==> src/rtl/htbd_pkg.sv <==
// Shared constants, codes and types for the Huffman tree loader and bit decoder.
`default_nettype none

package htbd_pkg;

    // Table sizes.
    localparam int NODE_SLOTS  = 512;
    localparam int STACK_SLOTS = 256;

    // Derived widths: node index, node count, stack index and stack level.
    localparam int NODE_AW  = (NODE_SLOTS > 1) ? $clog2(NODE_SLOTS) : 1;
    localparam int NODE_CW  = $clog2(NODE_SLOTS + 1);
    localparam int STACK_AW = (STACK_SLOTS > 1) ? $clog2(STACK_SLOTS) : 1;
    localparam int LEVEL_W  = $clog2(STACK_SLOTS + 1);

    // Operation codes.
    localparam logic [1:0] OP_LOAD   = 2'd0;
    localparam logic [1:0] OP_DECODE = 2'd1;
    localparam logic [1:0] OP_CLEAR  = 2'd2;

    // Result kinds.
    localparam logic [1:0] KIND_SYMBOL   = 2'd0;
    localparam logic [1:0] KIND_COMPLETE = 2'd1;
    localparam logic [1:0] KIND_ERROR    = 2'd2;

    // One child link as kept in a parent's entry: the child's index and the
    // child's leaf symbol (zero when the child is an internal node).
    typedef struct packed {
        logic [NODE_AW-1:0] idx;
        logic [7:0]         sym;
    } t_child;

    localparam int CHILD_W = $bits(t_child);

    // One pending internal node on the load stack.
    typedef struct packed {
        logic [NODE_AW-1:0] node;
        logic               left_done;
    } t_pend;

    localparam int PEND_W = $bits(t_pend);

    // One result item.
    typedef struct packed {
        logic [1:0] kind;
        logic [7:0] symbol;
    } t_result;

endpackage

`default_nettype wire

==> src/rtl/htbd_out_buf.sv <==
// Result output register with a skid stage and the input credit check.
`default_nettype none

module htbd_out_buf (
    input  wire logic              i_clk,
    input  wire logic              i_rst_n,
    input  wire logic              i_push,
    input  wire htbd_pkg::t_result i_push_data,
    input  wire logic              i_pend,
    output logic                   o_room,
    output logic                   o_valid,
    output logic [1:0]             o_kind,
    output logic [7:0]             o_symbol,
    input  wire logic              i_ready
);

    logic              r_out_v;
    logic              r_skid_v;
    htbd_pkg::t_result r_out;
    htbd_pkg::t_result r_skid;
    logic              taken;
    logic [1:0]        used;

    assign taken = r_out_v && i_ready;

    // Slots that will be claimed once the item in flight lands; a new item
    // is taken only if one slot stays free for it.
    assign used   = {1'b0, r_out_v} + {1'b0, r_skid_v} + {1'b0, i_pend} - {1'b0, taken};
    assign o_room = (used < 2'd2);

    // Control state of the two slots.
    always_ff @(posedge i_clk) begin
        if (!i_rst_n) begin
            r_out_v  <= 1'b0;
            r_skid_v <= 1'b0;
        end else if (taken || !r_out_v) begin
            r_out_v  <= r_skid_v || i_push;
            r_skid_v <= r_skid_v && i_push;
        end else if (i_push) begin
            r_skid_v <= 1'b1;
        end
    end

    // Result payload; the skid stage always drains first to keep order.
    always_ff @(posedge i_clk) begin
        if (taken || !r_out_v) begin
            r_out  <= r_skid_v ? r_skid : i_push_data;
            r_skid <= i_push_data;
        end else if (i_push) begin
            r_skid <= i_push_data;
        end
    end

    assign o_valid  = r_out_v;
    assign o_kind   = r_out.kind;
    assign o_symbol = r_out.symbol;

endmodule

`default_nettype wire

==> config.mk <==
export PLATFORM = sky130hd
export DESIGN_NAME = htbd_out_buf
export DESIGN_NICKNAME = d
export VERILOG_FILES = /design/src/rtl/htbd_pkg.sv /design/src/rtl/htbd_out_buf.sv
export SDC_FILE = /design/constraint.sdc
export NUM_CORES = 1
export LEC_CHECK = 0
export ABC_AREA = 0
export BUFFER_PORTS_ARGS = -buffer_cell sky130_fd_sc_hd__buf_2
export CORE_MARGIN = 2
export CORE_UTILIZATION = 45
export DETAILED_ROUTE_END_ITERATION = 8
export PLACE_DENSITY_LB_ADDON = 0.05
export SKIP_LAST_GASP = 1
export SYNTH_ARGS = -nofsm -noshare
export SYNTH_HDL_FRONTEND = slang
export SYNTH_SLANG_ARGS = --single-unit
==> constraint.sdc <==
create_clock -name i_clk -period 1.5 [get_ports i_clk]
set_input_delay 0.075 -clock i_clk [delete_from_list [all_inputs] [get_ports i_clk]]
set_output_delay 0.075 -clock i_clk [all_outputs]
set_load 0.01 [all_outputs]
==> results.yml <==
synthesis:
  ys_async_sr_fraction: 0
  ys.flop_type: "edfxtp_1"
  ys_ff_latch: 22
  syn_area_um2: 865
  synth.distinct_cells: 14
  synthCells: 42
  synth-edff-count: 20
  synth-seq-area-share: 0.741
  syn_nets: 58
  yosysWarnings: 0
  synth_area_per_cell_um2: 20.6
place:
  place_ws_ns: 0.271
  place_congestion: 0.637
  numPlacedInstances: 93
  numPortBuffers: 26
sta:
  final_max_slew_viol_count: 0
  hold_viol: 0
  min_period_over_period: 0.966
  worstMarginPinSlew_ns: 0.517
  tns_ns: 0
  setup-violations-final: 0
  fmax_mhz: 690
  finClkSkew_ns: 0.00427
  setup_slack_ns: 0.0504
  rsz0062_at_grt: "false"
  slew_headroom: 0.655
  hold_ws_ns: 0.0310
  layout_min_cycle_time_ns: 1.45
pwr:
  total_power_mw: 1.12
  peakVddDrop_v: 0.000580
  total_leakage_power_nw: 0.484
  cellPowerDensity_nw_per_um2: 963
die:
  fp.dieW_um: 47.8
  coreArea_um2: 1760
  rows: 15
  die_y_um: 47.8
  ios: 27
  initial_core_util: 0.490
  dieArea_um2: 2290
routing:
  vias_per_cell: 4.54
  drt_iter0_markers: 2
  ant_nets: 0
  routed_wl_mm: 1.37
  via_count: 486
  remaining_drc_errors: 0
  firstDrtPassIters: 3
  detail_route.wl_per_cell_um: 12.8
global_route:
  grt_pass1_wl_mm: 2.10
  antenna_found_initial: 0
  gr-usage-all-layers: 0.137
  grt_max_degree: 12
  grt-ovfl-total: 0
  first_global_vias: 503
status:
  status: "finished, final reports clean"
worst_setup_path:
  start_kind: "register"
  cp.arrival_ns: 1.37
  cpMaxStageDelayCell: "dfxtp_1"
  slowest_delay_ns: 0.53
  cp-end-kind: "output port"
  cp_max_fo: 6
  worstSetupPathType: "register to output port"
  path_cells: "ha_1 > a21oi_1 > buf_2"
  crit_required_ns: 1.42
cts:
  numCtsBuffers: 3
  clock_sinks: 22
  insertion_delay_ns: 0.29
  clk_path_buf_depth: 2
  cts-root-buf: "clkbuf_4"
  tritoncts: "yes"
  path_clk_slew_ns: 0.11
  cts_resized: 0
  htree_levels: 1
finish:
  n_antenna_cell: 0
  layout-drive-gt1-share: 0.524
  nets: 100
  finalNonFillerCells: 107
  area_growth_pct: 34.7
run:
  max-cap-violations: 0
hold_path:
  min_path_type: "input pin to register"
==> registers in the layout (all words and copies together), names as in the netlist <==
name / flops
r_skid_v: 1
r_skid: 10
o_valid: 1
o_kind: 2
o_symbol: 8
==> worst max-delay path: cells and delay by family, from the launching register on <==
| family | cells | cell delay, ns |
|---|---|---|
| flip-flops | 1 | 0.53 |
| adder cells (fa/ha/maj) | 1 | 0.30 |
| buffers and inverters | 1 | 0.14 |
| AO/OA/AOI/OAI | 1 | 0.12 |
==> final timing paths <==
path                            slack [ns]           to      start  cells past startpoint
worst max register to register        0.18    r_skid[0]    o_valid                      3
worst min register to register        0.56  o_symbol[0]  r_skid[0]                      1
worst min-delay path                  0.03      o_valid    i_rst_n                      2
worst max-delay path                  0.05       o_room   r_skid_v                      3
==> cells by family (layout without fill, tap and decap cells) <==
logic type / after synthesis / count (layout) / synth area share
AOI/OAI and AO/OA: 4 / 4 / 0.0347
DFF: 22 / 22 / 0.741
adders and majority gates: 1 / 1 / 0.0145
buffers and inverters: 2 / 42 / 0.0174
muxes: 10 / 10 / 0.165
and+or+nand+nor: 3 / 3 / 0.0275
==> power by group <==
part | switching, mW | leakage (nW) | internal, mW | total (mW)
sequential | 0.0123 | 0.225 | 0.716 | 0.729
combinational | 0.0567 | 0.245 | 0.0818 | 0.138
clock | 0.161 | 0.0138 | 0.0933 | 0.255
==> layout by cell type, fill, tap and decap left out, drive strengths merged <==
cell type | netlist | final
buf | 1 | 28
edfxtp | 20 | 20
dlygate4sd3 | 0 | 10
mux2 | 10 | 10
clkbuf | 0 | 3
dfxtp | 2 | 2
nor2b | 1 | 1
nand2b | 1 | 1
inv | 1 | 1
a21oi | 1 | 1
o31a | 1 | 1
nand2 | 1 | 1
o21ai | 1 | 1
a21boi | 1 | 1
ha | 1 | 1
==> through the flow <==
stage	utilization	instance area, um^2
CTS	0.656	1160
floorplan	-	865
detailed placement	0.587	1030
global route	0.660	1160
global placement	0.587	1030
finish	0.660	1160
==> layer usage <==
layer	vias up	wire, um	share of wire	GRT usage
met4	0	0	0	0.0324
met3	0	64	0.047	0.0340
li1	243	-	-	-
met2	17	722	0.53	0.259
met5	-	0	0	0
met1	226	580	0.42	0.153
==> synthesized netlist by cell type (2+ instances only) <==
library cell   n  area (um^2)
mux2_2         2         22.5
dfxtp_1        2         40.0
edfxtp_1      20          601
mux2_4         8          120
==> timing repair <==
item                       CTS  global route
hold endpoints to repair    10             0
buffers inserted             0             1
hold buffers                10             0
setup endpoints to repair    0             1
==> layout make-up <==
class / instances / area, um^2
Sequential cell: 22 / 641
Fill cell: 141 / 599
Timing Repair Buffer: 38 / 258
Multi-Input combinational cell: 18 / 209
Tap cell: 25 / 31.3
Clock buffer: 3 / 22.5
Inverter: 1 / 3.75
Note: power is estimated with default switching activity, not from simulation.
