File: src/rtl/htbd_ram.sv
// Generic single-write, single-read synchronous RAM with a registered read.
`default_nettype none

module htbd_ram #(
    parameter int WIDTH = 8,
    parameter int DEPTH = 16,
    localparam int AW = (DEPTH > 1) ? $clog2(DEPTH) : 1
) (
    input  wire logic             i_clk,
    input  wire logic             i_we,
    input  wire logic [AW-1:0]    i_waddr,
    input  wire logic [WIDTH-1:0] i_wdata,
    input  wire logic [AW-1:0]    i_raddr,
    output logic      [WIDTH-1:0] o_rdata
);

    logic [WIDTH-1:0] r_mem [DEPTH];

    // A read of the address written in the same cycle returns the old data.
    always_ff @(posedge i_clk) begin
        if (i_we) begin
            r_mem[i_waddr] <= i_wdata;
        end
        o_rdata <= r_mem[i_raddr];
    end

endmodule

`default_nettype wire

File: config.mk
export PLATFORM = sky130hd
export DESIGN_NAME = htbd_ram
export DESIGN_NICKNAME = d
export VERILOG_FILES = /design/src/rtl/htbd_ram.sv
export SDC_FILE = /design/constraint.sdc
export NUM_CORES = 1
export LEC_CHECK = 0
export ABC_AREA = 1
export BUFFER_PORTS_ARGS = -buffer_cell sky130_fd_sc_hd__buf_2
export CORE_ASPECT_RATIO = 0.75
export CORE_MARGIN = 4
export CORE_UTILIZATION = 55
export CTS_CLUSTER_DIAMETER = 120
export DETAILED_ROUTE_END_ITERATION = 7
export MAX_ROUTING_LAYER = met4
export PLACE_DENSITY_LB_ADDON = 0.15
export SETUP_SLACK_MARGIN = 0.2
export SLEW_MARGIN = 20
export SYNTH_ARGS = -nofsm -noshare
export SYNTH_HDL_FRONTEND = slang
export SYNTH_SLANG_ARGS = --single-unit
File: constraint.sdc
create_clock -name i_clk -period 1 [get_ports i_clk]
set_input_delay 0.05 -clock i_clk [delete_from_list [all_inputs] [get_ports i_clk]]
set_output_delay 0.05 -clock i_clk [all_outputs]
set_load 0.03 [all_outputs]
==> results.cfg, run 1 <==
[worst_setup_path]
slowest_stage = edfxtp_1
path_common_cell = nand2_1
path_class = reg2reg
cp_max_fo = 1
slowest_delay_ns = 0.39
critPathLaunchType = register
worstPathArrival_ns = 1.27
critPathBufInv = 0
cp.required_ns = 1.30
path_cells = nand2_1 -> nand2_1 -> nand2_1 -> nand3_2 -> nand3_2 -> nand2_1
crit_path_end_kind = register
crit_family = simple AND/OR/NAND/NOR gates

[timing]
slew_viol_final = 0
fmax_mhz = 1040
finalCritPeriodShare = 0.966
relSlewSlack = 0.704
tightest_slew_ns = 0.444
min_period_ns = 0.966
finalHoldViolCount = 0
rsz0062_at_grt = yes
hold_ws_ns = 0.0338
setup_viol = 0
finClkSkew_ns = 0.00911

[logic_synthesis]
synth_top_area_cell = edfxtp_1
yosysMostFrequentCell = nand2_1
ys_seq_area_frac = 0.694
netlist.area_leader.share = 0.667
async_flop_share = 0
synth_nets = 569
ys_types = 12
synth-edff-count = 128
yosys-top-cells-count = 173 x nand2_1, 128 x edfxtp_1, 100 x inv_1
postSynthCellCount = 551
ys_ff_latch = 136
syn_avg_cell_area_um2 = 10.5
synth.area.top_cells = edfxtp_1 67%, nand2_1 11%, nand3_1 8.4%, inv_1 6.5%, dfxtp_1 2.8%
yosys_warnings = 0
synth_ff_type = edfxtp_1
synth_area_um2 = 5770

[placement]
dp.cells = 708
portBuffers = 25
dp_hpwl_um = 8140
routabilityCongestion = 0.845

[cts]
path_clk_slew_ns = 0.06
cts_setup_buffers = 0
cts.sinks = 136
clock-root-buffer = clkbuf_16
htreeDepth = 4
worstSkewPairLatency_ns = 0.41
clock_path_buffers = 2
cts_buffers = 17
cts_tree = done

[pwr]
p_per_area_nw_per_um2 = 1910
p_leak_nw = 3.04
finalPower_mw = 13.6
seqPwrFrac = 0.472
sw_frac_of_total = 0.222
switchingPower_mw = 3.03
power_frac_comb = 0.079
p_clk_frac = 0.449
irDropWorstVdd_mv = 1.98
internal_power_mw = 10.6

[global_route]
grt_start_max_net_pins = 38
grt_pass1_vias = 3669
grt-ovfl-total = 0
antenna_found_initial = 0
grt_usage = 0.239
grt_pass1_wl_um = 21200

[flow_run]
maxCapViolations = 0

[cells_and_area]
nNetsFinal = 609
syn_to_final_growth_pct = 24.0
antennaDiodeCount = 0
drive_gt1_frac = 0.263
instances_no_fill = 740
fin_util = 0.698

[die]
chipWidth_um = 126
ios = 26
die_y_um = 96.7
rows = 32
initial_core_util = 0.563
coreArea_um2 = 10200
dieArea_um2 = 12200

[drt]
ant_nets = 0
detail_route.iter0.violations = 484
avgViaCountPerCell = 5.23
routed_wl_um = 13500
dr.pass1.iters = 6
routed-via-count = 3873
drc = 0
drt-wirelength-per-cell_um = 18.3

[min_path]
min_path_type = in2reg

[run_status]
status = finished, final reports clean
## registers in the layout (all words and copies together) (netlist names)
register,count
o_rdata,8
r_mem,128
## worst paths after layout
check,from,slack (ns),cells after the start,to
setup / recovery,r_mem[15][4],0.03,6,o_rdata[4]
hold / removal,i_raddr[3],0.03,3,o_rdata[0]
setup reg to reg,r_mem[15][4],0.03,6,o_rdata[4]
hold reg to reg,r_mem[2][4],0.69,6,o_rdata[4]
## cell families (layout without fill, tap and decap cells)
family | Yosys count | count (layout) | synth area share
flops | 136 | 136 | 0.694
simple gates | 289 | 289 | 0.210
buf+inv | 126 | 179 | 0.0952
## worst reg2reg max path: cells and delay by family (launching register included)
| family | cells | cell delay (ns) |
|---|---|---|
| flops | 1 | 0.39 |
| simple gates | 6 | 0.48 |
## timing repair
item | in CTS | in global routing
pin swaps | 34 | 11
gates resized for setup | 62 | 18
hold buffers | 0 | 0
endpoints found under the setup margin | 16 | 16
hold endpoints to repair | 0 | 0
## power groups by stage
stage	logic (mW)	clock network [mW]	registers, mW
2_1_floorplan	0.476	0	6.60
3_3_place_gp	0.924	0	6.53
3_5_place_dp	0.933	0	6.54
4_1_cts	1.05	6.18	6.43
5_1_grt	1.17	6.47	6.45
6_report	1.08	6.13	6.44
## stage by stage
step           setup WS (ns)  TNS [ns]  area (um2)
2_1_floorplan         0.0764         0        5860
3_3_place_gp         -0.0971     -9.62        6250
3_5_place_dp          -0.122    -10.40        6250
4_1_cts               0.0340         0        7080
5_1_grt              -0.0288   -0.0417        7150
6_report              0.0340         0        7150
## final cells by class
cell class                 count  area (um2)
sequential                   136        4010
fill                         731        3100
multi-input combinational    289        1560
timing repair buffer          45         438
clock buffer                  18         429
inverter                     102         383
tap                          136         170
clock inverter                14         158
## metal layers
layer	GRT usage	routed length, um
met5	-	0
met4	0.0808	224
met3	0.0535	1090
met2	0.331	6030
met1	0.353	6200
## cells in the final DEF (no fill, tap or decap), drive strengths merged
cell,n
clkinv,5
bufinv,3
nand2,173
inv,102
edfxtp,128
clkinvlp,6
buf,45
clkbuf,18
nor2,17
nand3,97
nand3b,2
dfxtp,8
Note: power is estimated with default switching activity, not from simulation.
==> inputs of run 2 (changes only) <==
- CORE_UTILIZATION: 55 -> 30
- clock period: 1 -> 0.8 ns (I/O delays scaled with it)
==> results.cfg, run 2 (synthesis results as in run 1) <==
[run_status]
status = finished, violations left
violations = negative setup slack

[global_route]
grt_usage = 0.152
antenna_found_initial = 0
grt_pass1_vias = 3905
grt-ovfl-total = 0
grt_pass1_wl_um = 23400
grt_start_max_net_pins = 37

[cts]
cts_buffers = 17
path_clk_slew_ns = 0.06
clock-root-buffer = clkbuf_16
clock_path_buffers = 2
worstSkewPairLatency_ns = 0.41
htreeDepth = 4
cts_tree = done
cts.sinks = 136

[worst_setup_path]
path_cells = nand2_1 -> nand2_1 -> nand2_1 -> nand3_2 -> nand3_2 -> nand2_2
path_common_cell = nand2_1
slowest_stage = edfxtp_1
crit_path_end_kind = register
slowest_delay_ns = 0.37
worstPathArrival_ns = 1.29
critPathLaunchType = register
cp_max_fo = 1
path_class = reg2reg
cp.required_ns = 1.10

[drt]
detail_route.iter0.violations = 221
avgViaCountPerCell = 4.40
dr.pass1.iters = 5
drc = 0
routed_wl_um = 15100
routed-via-count = 3891
ant_nets = 0
drt-wirelength-per-cell_um = 17.0

[cells_and_area]
final_area_um2 = 7760
largest_reg_flops = 128
top_regs = r_mem (128), o_rdata (8)
layout_commonest_cell = nand2_1
antennaDiodeCount = 0
largest_register = r_mem
final_cell_mix = 162 x nand2_1, 128 x edfxtp_1, 96 x inv_1, 62 x nand3_1, 34 x nand3_2
nNetsFinal = 643
drive_gt1_frac = 0.292
syn_to_final_growth_pct = 34.5

[die]
die_y_um = 128
chipWidth_um = 168
coreArea_um2 = 18700
initial_core_util = 0.309
dieArea_um2 = 21500
ios = 26
rows = 43

[placement]
dp_hpwl_um = 9910
routabilityCongestion = 0.826
portBuffers = 25
placed_cell_area_um2 = 6830

[timing]
finalCritPeriodShare = 1.23
setup_slack_ns = -0.187
rsz0062_at_grt = yes
finClkSkew_ns = 0.00625
tightest_slew_ns = 0.407
relSlewSlack = 0.728
finalHoldViolCount = 0
fmax_mhz = 1010
setup_viol = 16
slew_viol_final = 0
min_period_ns = 0.987

[pwr]
p_per_area_nw_per_um2 = 2270
irDropWorstVdd_mv = 1.08
finalPower_mw = 17.6
p_leak_nw = 3.28

[min_path]
min_path_type = in2reg

[flow_run]
maxCapViolations = 0
[run 2: cell count changes in the layout (fill, tap and decap cells not counted), moves of 5 or more]
| cell | delta |
|---|---|
| nand2_1 | -5 |
| buf_12 | +12 |
| buf_6 | +10 |
| buf_4 | +12 |
| nand3_2 | -16 |
| nand3_1 | +15 |
[run 2: final timing paths]
check	slack, ns	end	cells after the start	startpoint
hold reg to reg	0.69	o_rdata[1]	6	r_mem[4][1]
hold / removal	0.02	r_mem[8][3]	2	i_wdata[3]
setup reg to reg	-0.19	o_rdata[5]	6	r_mem[2][5]
setup / recovery	-0.19	o_rdata[5]	6	r_mem[2][5]
[run 2: metrics by stage]
step	worst slack [ns]	hold slack (ns)	setup TNS, ns	instances	util
2_1_floorplan	-0.114	0.139	-7.27	551	-
3_3_place_gp	-0.331	0.431	-36.11	851	0.366
3_5_place_dp	-0.339	0.437	-38.99	851	0.366
4_1_cts	-0.171	-0.00428	-2.04	885	0.411
5_1_grt	-0.241	0.00258	-2.70	885	0.416
6_report	-0.187	0.0201	-1.73	885	0.416
[run 2: area by class of cell]
class                      count  area [um2]
fill                        1771       10900
sequential                   136        4010
multi-input combinational    289        1530
timing repair buffer          79         901
clock buffer                  21         470
inverter                     102         388
tap                          247         309
clock inverter                11         145
[run 2: repair_timing]
action / 4_1_cts / 5_1_grt
resized for setup: 60 / 19
pin swaps: 31 / 22
hold endpoints to repair: 10 / 0
setup buffers: 2 / 0
endpoints found under the setup margin: 108 / 144
[run 2: critical path: cells and delay by family, from the launching register on]
family | cells | cell delay, ns
flops | 1 | 0.37
simple gates | 6 | 0.52
[run 2: metal layers]
metal / track usage / routed length (um)
met5: - / 0
met4: 0.0458 / 161
met3: 0.0388 / 872
met2: 0.221 / 6760
met1: 0.209 / 7290
[run 2: report_power, final]
group / switching, mW / internal, mW / total, mW
registers: 0.0546 / 7.97 / 8.03
clock network: 2.96 / 5.15 / 8.11
logic: 0.931 / 0.581 / 1.51
total: 3.94 / 13.7 / 17.6
